File: src/design/assert_macros.svh
// assertion helpers shared by the design files
// both expect clk_i and rst_ni in scope
`ifndef ASSERT_MACROS_SVH
`define ASSERT_MACROS_SVH
`ifndef NO_ASSERTIONS
`define DHSS_ASSERT(lbl, prop) \
  lbl: assert property (@(posedge clk_i) disable iff (!rst_ni) prop) \
    else $error("dhss: check failed");
`define DHSS_NEVER(lbl, expr) \
  lbl: assert property (@(posedge clk_i) disable iff (!rst_ni) !(expr)) \
    else $error("dhss: forbidden condition seen");
`else
`define DHSS_ASSERT(lbl, prop)
`define DHSS_NEVER(lbl, expr)
`endif
`endif

File: src/design/dhss_pkg.sv
`default_nettype none
package dhss_pkg;

  localparam int unsigned MaxSlots = 1024;
  localparam int unsigned SlotW    = $clog2(MaxSlots);
  localparam int unsigned MaxLog2  = SlotW;
  localparam int unsigned InitLog2 = 3;
  localparam int unsigned MaxChars = 8;
  localparam int unsigned AddrW    = SlotW + 1;
  localparam int unsigned CountW   = SlotW + 1;
  localparam int unsigned LogW     = $clog2(MaxLog2 + 1);
  localparam int unsigned HashW    = 32;
  localparam int unsigned KeyW     = 64;
  localparam int unsigned LenW     = 4;
  localparam int unsigned Depth    = 2 * MaxSlots;

  typedef enum logic [1:0] {
    TAG_EMPTY = 2'd0,
    TAG_LIVE  = 2'd1,
    TAG_GONE  = 2'd2
  } tag_e;

  typedef enum logic [1:0] {
    KIND_ADD   = 2'd0,
    KIND_DEL   = 2'd1,
    KIND_QUERY = 2'd2,
    KIND_NONE  = 2'd3
  } kind_e;

  typedef struct packed {
    tag_e              tag;
    logic [LenW-1:0]   len;
    logic [HashW-1:0]  hash;
    logic [KeyW-1:0]   key;
  } entry_t;

  typedef enum logic [2:0] {
    ADDR_ALL,
    ADDR_NEW_SWEEP,
    ADDR_OLD_SWEEP,
    ADDR_PROBE,
    ADDR_NEW_PROBE,
    ADDR_HIT,
    ADDR_DST
  } addr_sel_e;

  typedef enum logic [1:0] {
    WR_EMPTY,
    WR_GONE,
    WR_NEW,
    WR_MOVE
  } wr_sel_e;

  typedef struct packed {
    logic      latch;
    logic      hash_step;
    logic      seek_init;
    logic      move_init;
    logic      probe_next;
    logic      note_gone;
    logic      note_hit;
    logic      ptr_clr;
    logic      ptr_inc;
    logic      rd_en;
    logic      wr_en;
    addr_sel_e addr_sel;
    wr_sel_e   wr_sel;
    logic      live_inc;
    logic      live_dec;
    logic      grow_done;
    logic      out_load;
    logic      out_ok;
    logic      out_ovf;
  } cmd_t;

  typedef struct packed {
    kind_e kind;
    logic  hash_done;
    logic  grow_need;
    logic  at_max;
    tag_e  tag;
    logic  key_match;
    logic  probe_last;
    logic  gone_seen;
    logic  all_last;
    logic  new_last;
    logic  old_last;
  } stat_t;

endpackage
`default_nettype wire

File: src/design/dhss_ctrl.sv
`default_nettype none
module dhss_ctrl (
  input  wire logic            clk_i,
  input  wire logic            rst_ni,
  input  wire logic            in_valid_i,
  output logic                 in_ready_o,
  output logic                 out_valid_o,
  input  wire logic            out_ready_i,
  input  wire dhss_pkg::stat_t stat_i,
  output dhss_pkg::cmd_t       cmd_o
);

  typedef enum logic [3:0] {
    S_CLEAR, S_IDLE, S_HASH, S_PRD, S_PCHK, S_ACT, S_DONE,
    S_GCLR, S_GRD, S_GCHK, S_GPRD, S_GPCHK, S_GFIN
  } state_e;

  state_e state_q, state_d;
  logic   found_q, found_d, empty_q, empty_d;
  logic   res_ok_q, res_ok_d, res_ovf_q, res_ovf_d;
  logic   out_valid_q, out_valid_d;

  always_comb begin
    state_d     = state_q;
    found_d     = found_q;
    empty_d     = empty_q;
    res_ok_d    = res_ok_q;
    res_ovf_d   = res_ovf_q;
    in_ready_o  = 1'b0;
    cmd_o       = '0;
    cmd_o.addr_sel = dhss_pkg::ADDR_ALL;
    cmd_o.wr_sel   = dhss_pkg::WR_EMPTY;

    case (state_q)
      S_CLEAR: begin
        cmd_o.wr_en = 1'b1;
        if (stat_i.all_last) begin
          cmd_o.ptr_clr = 1'b1;
          state_d = S_IDLE;
        end else begin
          cmd_o.ptr_inc = 1'b1;
        end
      end
      S_IDLE: begin
        in_ready_o = 1'b1;
        if (in_valid_i) begin
          cmd_o.latch = 1'b1;
          state_d = S_HASH;
        end
      end
      S_HASH: begin
        if (!stat_i.hash_done) begin
          cmd_o.hash_step = 1'b1;
        end else begin
          res_ok_d  = 1'b0;
          res_ovf_d = 1'b0;
          case (stat_i.kind)
            dhss_pkg::KIND_ADD: begin
              if (stat_i.grow_need && stat_i.at_max) begin
                res_ovf_d = 1'b1;
                state_d = S_DONE;
              end else if (stat_i.grow_need) begin
                cmd_o.ptr_clr = 1'b1;
                state_d = S_GCLR;
              end else begin
                cmd_o.seek_init = 1'b1;
                state_d = S_PRD;
              end
            end
            dhss_pkg::KIND_DEL, dhss_pkg::KIND_QUERY: begin
              cmd_o.seek_init = 1'b1;
              state_d = S_PRD;
            end
            default: state_d = S_DONE;
          endcase
        end
      end
      S_PRD: begin
        cmd_o.rd_en    = 1'b1;
        cmd_o.addr_sel = dhss_pkg::ADDR_PROBE;
        state_d = S_PCHK;
      end
      S_PCHK: begin
        found_d = 1'b0;
        empty_d = 1'b0;
        if (stat_i.tag == dhss_pkg::TAG_EMPTY) begin
          cmd_o.note_hit = 1'b1;
          empty_d = 1'b1;
          state_d = S_ACT;
        end else if (stat_i.tag == dhss_pkg::TAG_LIVE && stat_i.key_match) begin
          cmd_o.note_hit = 1'b1;
          found_d = 1'b1;
          state_d = S_ACT;
        end else begin
          cmd_o.note_gone = (stat_i.tag == dhss_pkg::TAG_GONE);
          if (stat_i.probe_last) begin
            state_d = S_ACT;
          end else begin
            cmd_o.probe_next = 1'b1;
            state_d = S_PRD;
          end
        end
      end
      S_ACT: begin
        res_ok_d = 1'b0;
        case (stat_i.kind)
          dhss_pkg::KIND_ADD: begin
            if (!found_q && (empty_q || stat_i.gone_seen)) begin
              cmd_o.wr_en    = 1'b1;
              cmd_o.addr_sel = dhss_pkg::ADDR_DST;
              cmd_o.wr_sel   = dhss_pkg::WR_NEW;
              cmd_o.live_inc = 1'b1;
              res_ok_d = 1'b1;
            end
          end
          dhss_pkg::KIND_DEL: begin
            if (found_q) begin
              cmd_o.wr_en    = 1'b1;
              cmd_o.addr_sel = dhss_pkg::ADDR_HIT;
              cmd_o.wr_sel   = dhss_pkg::WR_GONE;
              cmd_o.live_dec = 1'b1;
              res_ok_d = 1'b1;
            end
          end
          dhss_pkg::KIND_QUERY: res_ok_d = found_q;
          default: res_ok_d = 1'b0;
        endcase
        state_d = S_DONE;
      end
      S_DONE: begin
        if (!out_valid_q || out_ready_i) begin
          cmd_o.out_load = 1'b1;
          cmd_o.out_ok   = res_ok_q;
          cmd_o.out_ovf  = res_ovf_q;
          state_d = S_IDLE;
        end
      end
      S_GCLR: begin
        cmd_o.wr_en    = 1'b1;
        cmd_o.addr_sel = dhss_pkg::ADDR_NEW_SWEEP;
        if (stat_i.new_last) begin
          cmd_o.ptr_clr = 1'b1;
          state_d = S_GRD;
        end else begin
          cmd_o.ptr_inc = 1'b1;
        end
      end
      S_GRD: begin
        cmd_o.rd_en    = 1'b1;
        cmd_o.addr_sel = dhss_pkg::ADDR_OLD_SWEEP;
        state_d = S_GCHK;
      end
      S_GCHK: begin
        if (stat_i.tag == dhss_pkg::TAG_LIVE) begin
          cmd_o.move_init = 1'b1;
          state_d = S_GPRD;
        end else if (stat_i.old_last) begin
          state_d = S_GFIN;
        end else begin
          cmd_o.ptr_inc = 1'b1;
          state_d = S_GRD;
        end
      end
      S_GPRD: begin
        cmd_o.rd_en    = 1'b1;
        cmd_o.addr_sel = dhss_pkg::ADDR_NEW_PROBE;
        state_d = S_GPCHK;
      end
      S_GPCHK: begin
        cmd_o.addr_sel = dhss_pkg::ADDR_NEW_PROBE;
        if (stat_i.tag == dhss_pkg::TAG_EMPTY) begin
          cmd_o.wr_en  = 1'b1;
          cmd_o.wr_sel = dhss_pkg::WR_MOVE;
          if (stat_i.old_last) begin
            state_d = S_GFIN;
          end else begin
            cmd_o.ptr_inc = 1'b1;
            state_d = S_GRD;
          end
        end else begin
          cmd_o.probe_next = 1'b1;
          state_d = S_GPRD;
        end
      end
      S_GFIN: begin
        cmd_o.grow_done = 1'b1;
        cmd_o.seek_init = 1'b1;
        state_d = S_PRD;
      end
      default: state_d = S_IDLE;
    endcase

    if (cmd_o.out_load) begin
      out_valid_d = 1'b1;
    end else if (out_ready_i) begin
      out_valid_d = 1'b0;
    end else begin
      out_valid_d = out_valid_q;
    end
  end

  always_ff @(posedge clk_i or negedge rst_ni) begin
    if (!rst_ni) begin
      state_q     <= S_CLEAR;
      found_q     <= 1'b0;
      empty_q     <= 1'b0;
      res_ok_q    <= 1'b0;
      res_ovf_q   <= 1'b0;
      out_valid_q <= 1'b0;
    end else begin
      state_q     <= state_d;
      found_q     <= found_d;
      empty_q     <= empty_d;
      res_ok_q    <= res_ok_d;
      res_ovf_q   <= res_ovf_d;
      out_valid_q <= out_valid_d;
    end
  end

  assign out_valid_o = out_valid_q;

  `include "assert_macros.svh"

  `DHSS_ASSERT(a_accept_busy, (in_valid_i && in_ready_o) |=> !in_ready_o)
  `DHSS_NEVER(a_live_both, cmd_o.live_inc && cmd_o.live_dec)
  `DHSS_NEVER(a_idle_quiet, in_ready_o && (cmd_o.wr_en || cmd_o.rd_en))

endmodule
`default_nettype wire

File: config.mk
export PLATFORM = sky130hd
export DESIGN_NAME = dhss_ctrl
export DESIGN_NICKNAME = d
export VERILOG_FILES = /design/src/design/dhss_pkg.sv /design/src/design/dhss_ctrl.sv
export VERILOG_INCLUDE_DIRS = /design/src /design/src/design
export SDC_FILE = /design/constraint.sdc
export NUM_CORES = 1
export LEC_CHECK = 0
export BUFFER_PORTS_ARGS = -buffer_cell sky130_fd_sc_hd__buf_2
export CAP_MARGIN = 5
export CORE_MARGIN = 2
export CORE_UTILIZATION = 47
export DETAILED_ROUTE_END_ITERATION = 10
export PLACE_DENSITY = 0.86
export SLEW_MARGIN = 15
export SYNTH_ARGS = -nofsm -noshare
export SYNTH_HDL_FRONTEND = slang
export SYNTH_SLANG_ARGS = --single-unit
File: constraint.sdc
create_clock -name clk_i -period 1.65 [get_ports clk_i]
set_input_delay 0.165 -clock clk_i [delete_from_list [all_inputs] [get_ports clk_i]]
set_output_delay 0.165 -clock clk_i [all_outputs]
set_load 0.05 [all_outputs]
==> metrics list, run 1 <==
- 41 I/O pins were placed.
- The die is 49.2 um wide.
- Error that stopped the run: [ERROR DPL-0038] Utilization greater than 100%, impossible to legalize
* Status: aborted with a tool error
- Counting every net in the synthesized netlist gives 146.
- Initial core utilization: 49.4%
- Post_cts resized: 85
- Buffers added to address setup during post-CTS repair amount to 23.
* Detailed-placement wirelength estimate: 2500 um
* Warnings from Yosys: 0
* Last step reached: clock tree synthesis (4_1_cts)
* Number of distinct library cells after synthesis: 42
- In this run, synthesis produced a sequential element count of 9.
- Buffers inserted during clock tree synthesis total 3.
- Count of H-tree levels built during CTS: 1
* Post-synth EDFFs: 0
- Routability-driven placement finished with a final weighted congestion of 0.890.
* Count of standard-cell rows: 16
- Async set-or-reset flop fraction in the synthesized netlist: 100%
- Number of instances in the synthesized netlist: 126
- The average instance in the mapped netlist occupies 7.62 um^2.
- Netlist area before placement: 960 um^2
- Die Y: 49.2 um
- Number of buffers added on ports: 40
- Clk root buf: sky130_fd_sc_hd__clkbuf_4
* Hold buffer count at CTS: 1
* Clock Tree Buf Depth: 2
- Top cell type's share of synthesized area: 23.5%
* Most instantiated flip-flop cell in the synthesis netlist: sky130_fd_sc_hd__dfrtp_1
* Synth top area cells: sky130_fd_sc_hd__dfrtp_1 (23%), sky130_fd_sc_hd__nor2_1 (5.9%), sky130_fd_sc_hd__a21oi_1 (5.2%)
- Cell accounting for the most synthesized area: sky130_fd_sc_hd__dfrtp_1
* Clock sink count: 9
- Fraction of the yosys area taken by sequential cells: 23.5%
-- per-stage QoR --
stage | cells | setup WS, ns | area, um^2 | hold slack, ns
2_1_floorplan | 126 | -0.275 | 1070 | -0.131
3_5_place_dp | 209 | -0.0432 | 1430 | 0.0270
3_3_place_gp | 209 | 0.0189 | 1430 | 0.0256
-- synthesized netlist by cell type, types with 4 or more instances --
| master | count |
|---|---|
| sky130_fd_sc_hd__a21oi_1 | 10 |
| sky130_fd_sc_hd__and2_1 | 4 |
| sky130_fd_sc_hd__buf_2 | 4 |
| sky130_fd_sc_hd__dfrtp_1 | 9 |
| sky130_fd_sc_hd__inv_1 | 9 |
| sky130_fd_sc_hd__nand2_1 | 11 |
| sky130_fd_sc_hd__nand2b_1 | 5 |
| sky130_fd_sc_hd__nor2_1 | 15 |
| sky130_fd_sc_hd__nor2b_1 | 4 |
| sky130_fd_sc_hd__o21ai_0 | 4 |
| sky130_fd_sc_hd__o32ai_1 | 4 |
-- cell families after synthesis --
kind of cell | Yosys count | share of synthesized area [%]
AO/OA/AOI/OAI | 38 | 28.9
adder cells (fa/ha/maj) | 3 | 3.91
buffers and inverters | 17 | 9.13
flip-flops | 9 | 23.5
multiplexers | 2 | 2.22
AND/OR/NAND/NOR | 57 | 32.3
==> inputs of run 2 (changes only) <==
- CORE_AREA: not set -> 2 2 63 65
- CORE_MARGIN: 2 -> not set
- CORE_UTILIZATION: 47 -> not set
- DIE_AREA: not set -> 0 0 65 67
- PLACE_DENSITY: 0.86 -> not set
- PLACE_DENSITY_LB_ADDON: not set -> 0.15
==> run 2 against run 1 <==
  * The flow now finishes, with violations (setup timing)
  * Synthesized cell count did not move
  * Synthesized area stayed put
==> metrics list, run 2 <==
- Status: complete, but fails checks
- The checks that failed: setup timing.
- The synthesized design spends more area on one cell type than any other, namely sky130_fd_sc_hd__dfrtp_1.
- The worst setup path is captured at an output pin.
- Kind of start point of the critical path: flip-flop
* Critical-path top delay cell: sky130_fd_sc_hd__dfrtp_1
- Basic-gate share of the synthesized area counting and, or, nand and nor cells: 32.3% (unchanged)
* Slack of the critical path: -0.116 ns
* Initial drt markers: 34
- The number of core rows is 22 (+6).
- The xor/xnor cell area share of the yosys netlist is 0% (unchanged).
* Number of search-and-repair iterations in the first detailed-routing pass: 4
- In the final design database the tool counted 238 nets.
- Final standard cell area without fillers: 2210 um^2
* Most instantiated flip-flop cell in the synthesis netlist: sky130_fd_sc_hd__dfrtp_1
- The number of top-level pins was 41 (unchanged).
* Proportion of synthesized area in mux cells: 2.22% (unchanged)
* Wire length per cell after detailed routing: 14.8 um
- After layout, the minimum clock period comes to 1.77 ns.
* Clk root buf: sky130_fd_sc_hd__clkbuf_8
- Clock sink count: 9 (unchanged)
- Number of max-cap violations: 0
* Worst Path Arrival: 1.60 ns
- RSZ-0062 raised after global routing: true
* Clock transition at the registers of the reported paths: 0.05 ns
- Count of H-tree levels built during CTS: 1 (unchanged)
* Async set-or-reset flop fraction in the synthesized netlist: 100% (unchanged)
- TritonCTS built the clock tree.
- The average instance area after synthesis is 7.62 um^2 (unchanged).
- The number of buffer cells added on primary ports is 40 (unchanged).
- Once detail routing completed, the nets flagged for antenna violations numbered 0.
- Worst Path Max Fanout: 7
- In the finished design, the share of the clock period the worst path needs comes to 107%.
- The critical path goes through buf_6 -> buf_4 -> clkinvlp_4 -> o32ai_4 -> buf_6.
- IR analysis of the VDD net gives a maximum drop of 0.924 mV.
- Final clock skew: 0.00792 ns
* Floorplan die width: 65 um (+32%)
- Netlist area before placement: 960 um^2 (unchanged)
- In this run the tightest slew margin relative to its limit is 70.8%.
- Top cell type's share of synthesized area: 23.5% (unchanged)
* Via total after detailed routing: 1274
- The detailed placer's ending HPWL came to 2640 um (+5.7%).
- Warnings from Yosys: 0 (unchanged)
- Grt ovf: 0
* Compound-gate portion of the synthesized area: 28.9% (unchanged)
* Adder-cell share of the synthesized area: 3.91% (unchanged)
- Total track usage: 16.7%
- Area overhead of the layout relative to synthesis: 130%
- Min-delay worst type: in2reg
* Class of the most critical setup path: reg2out
- The CTS buffer count was 3 (unchanged).
- Leaving out fill and tap cells, the most frequent cell in the layout is sky130_fd_sc_hd__buf_4.
- The distinct cell type count of the synthesized netlist was 42 (unchanged).
- Entering global routing, the biggest net connects 11 pins.
- The starting utilization of the core area was 26.6% (-23 points).
- Flip-flop and latch count after synthesis: 9 (unchanged)
- Summed over all layers, the routed wires come to 3920 um.
* Die Y: 67 um (+36%)
- Number of vias per cell after detailed routing: 4.81
- After floorplanning, the core was sized to cover 3610 um^2.
- Post-synth EDFFs: 0 (unchanged)
* Antenna diode instance count: 0
- Pwr per Cell Area: 1850 nW/um^2
* Max FFs per register: 4
- The net count after synthesis is 146 (unchanged).
* Placer congestion estimate: 0.835 (-6.2%)
- Critical Path Max Stage Delay: 0.40 ns
* Synth top area cells: sky130_fd_sc_hd__dfrtp_1 (23%), sky130_fd_sc_hd__nor2_1 (5.9%), sky130_fd_sc_hd__a21oi_1 (5.2%)
- In this run the static leakage power is 0.981 nW.
* Post-layout total power: 0.00408 W
- At the pin with the least slew margin, the transition time is 0.436 ns.
- In the post-synthesis netlist, the cell with the most instances is sky130_fd_sc_hd__nor2_1.
- Fraction of final layout cells with drive strength greater than 1: 72.8%
* Max-slew violation count: 0
- Counting stages on the worst path, the most repeated cell is sky130_fd_sc_hd__buf_6.
* Number of instances in the synthesized netlist: 126 (unchanged)
- The floorplan step defined a die boundary enclosing 4360 um^2.
- STA puts the critical path data required time at 1.48 ns.
* Final setup violation count: 17
- Largest register by flop count: state_q
- Most frequent cells in the layout: sky130_fd_sc_hd__buf_4 (40), sky130_fd_sc_hd__buf_6 (27), sky130_fd_sc_hd__buf_2 (17), sky130_fd_sc_hd__nand2_1 (8), sky130_fd_sc_hd__dfrtp_1 (8)
- Static timing analysis puts the maximum clock frequency at 566 MHz.
- After synthesis, the most frequently instantiated cells are sky130_fd_sc_hd__nor2_1 (15), sky130_fd_sc_hd__nand2_1 (11), sky130_fd_sc_hd__a21oi_1 (10).
- Clock insertion delay at the later pin of the skew report: 0.23 ns
* Post-route DRC violation count: 0
- The initial antenna violation count came to 0.
- Placed inst area: 1490 um^2 (+3.9%)
* Final count of hold timing violations: 0
* Fill cells: 312
* Dominant combinational cell family by area after synthesis: simple AND/OR/NAND/NOR gates
- First-pass GRT wire length: 5600 um
- Vias in the first global route: 1247
- Fraction of the yosys area taken by sequential cells: 23.5% (unchanged)
- Clock Tree Buf Depth: 2 (unchanged)
* Setup TNS: -0.773 ns
==> run 2: cell counts after synthesis <==
No cell type changed its count.
==> run 2: layout make-up <==
type / instances / area (um^2) / share of cell area [%]
multi-input cells: 100 / 995 / 45.1
repair buffers: 95 / 840 / 38.1
well taps: 48 / 60.1 / 2.72
flip-flops and latches: 9 / 226 / 10.3
inverters: 9 / 40.0 / 1.82
clock buffers: 4 / 45.0 / 2.04
==> run 2: kinds of logic (layout without fill, tap and decap cells) <==
group           Yosys count  in the layout
mux                       2              2
compound gates           38             38
simple gates             57             57
fa+ha+maj                 3              3
buf+inv                  17            108
flops                     9              9
==> run 2: metrics by stage <==
stage	hold slack, ns	setup slack, ns	instances	utilization (%)
floorplan	-0.131	-0.275	126	-
CTS	0.215	-0.101	250	53.0
finish	0.222	-0.116	265	61.2
global placement	0.0279	-0.0408	234	41.3
detailed placement	0.0317	-0.0954	234	41.3
global route	0.238	-0.175	265	61.2
==> run 2: critical path: cells and delay by family, from the launching register on <==
family	cells	cell delay (ns)
AO/OA/AOI/OAI	1	0.31
buffers and inverters	4	0.66
flip-flops	1	0.40
==> run 2: where the power goes <==
part	total [W]	leakage [nW]	switching, W	internal, W
Clock	0.000254	0.0228	0.0000857	0.000168
Sequential	0.000397	0.115	0.0000777	0.000320
Combinational	0.00343	0.842	0.00181	0.00161
==> run 2: repair_timing <==
| action | in CTS | in global routing |
|---|---|---|
| pin swaps | 10 | 17 |
| gates cloned | 0 | 1 |
| hold endpoints to repair | 9 | 0 |
| endpoints found under the setup margin | 23 | 27 |
| buffers inserted | 11 | 14 |
| hold buffers | 1 | 0 |
| resized for setup | 75 | 44 |
==> run 2: worst paths after layout <==
kind	start	to	slack, ns	depth (start not counted)
worst min register to register	res_ovf_q	res_ovf_q	0.48	2
min in group asynchronous	rst_ni	res_ok_q	0.31	2
worst max register to register	state_q[2]	state_q[1]	-0.02	6
worst max-delay path	state_q[0]	cmd_o[11]	-0.12	5
max in group asynchronous	rst_ni	state_q[2]	1.13	2
worst min-delay path	stat_i[5]	found_q	0.22	3
==> run 2: per-layer routing <==
layer | track usage, % | wire (um)
met3 | 3.38 | 134
met1 | 20.8 | 1690
met5 | 0 | 0
met4 | 1.60 | 0
met2 | 30.7 | 2090
(Power assumes the default switching activity.)
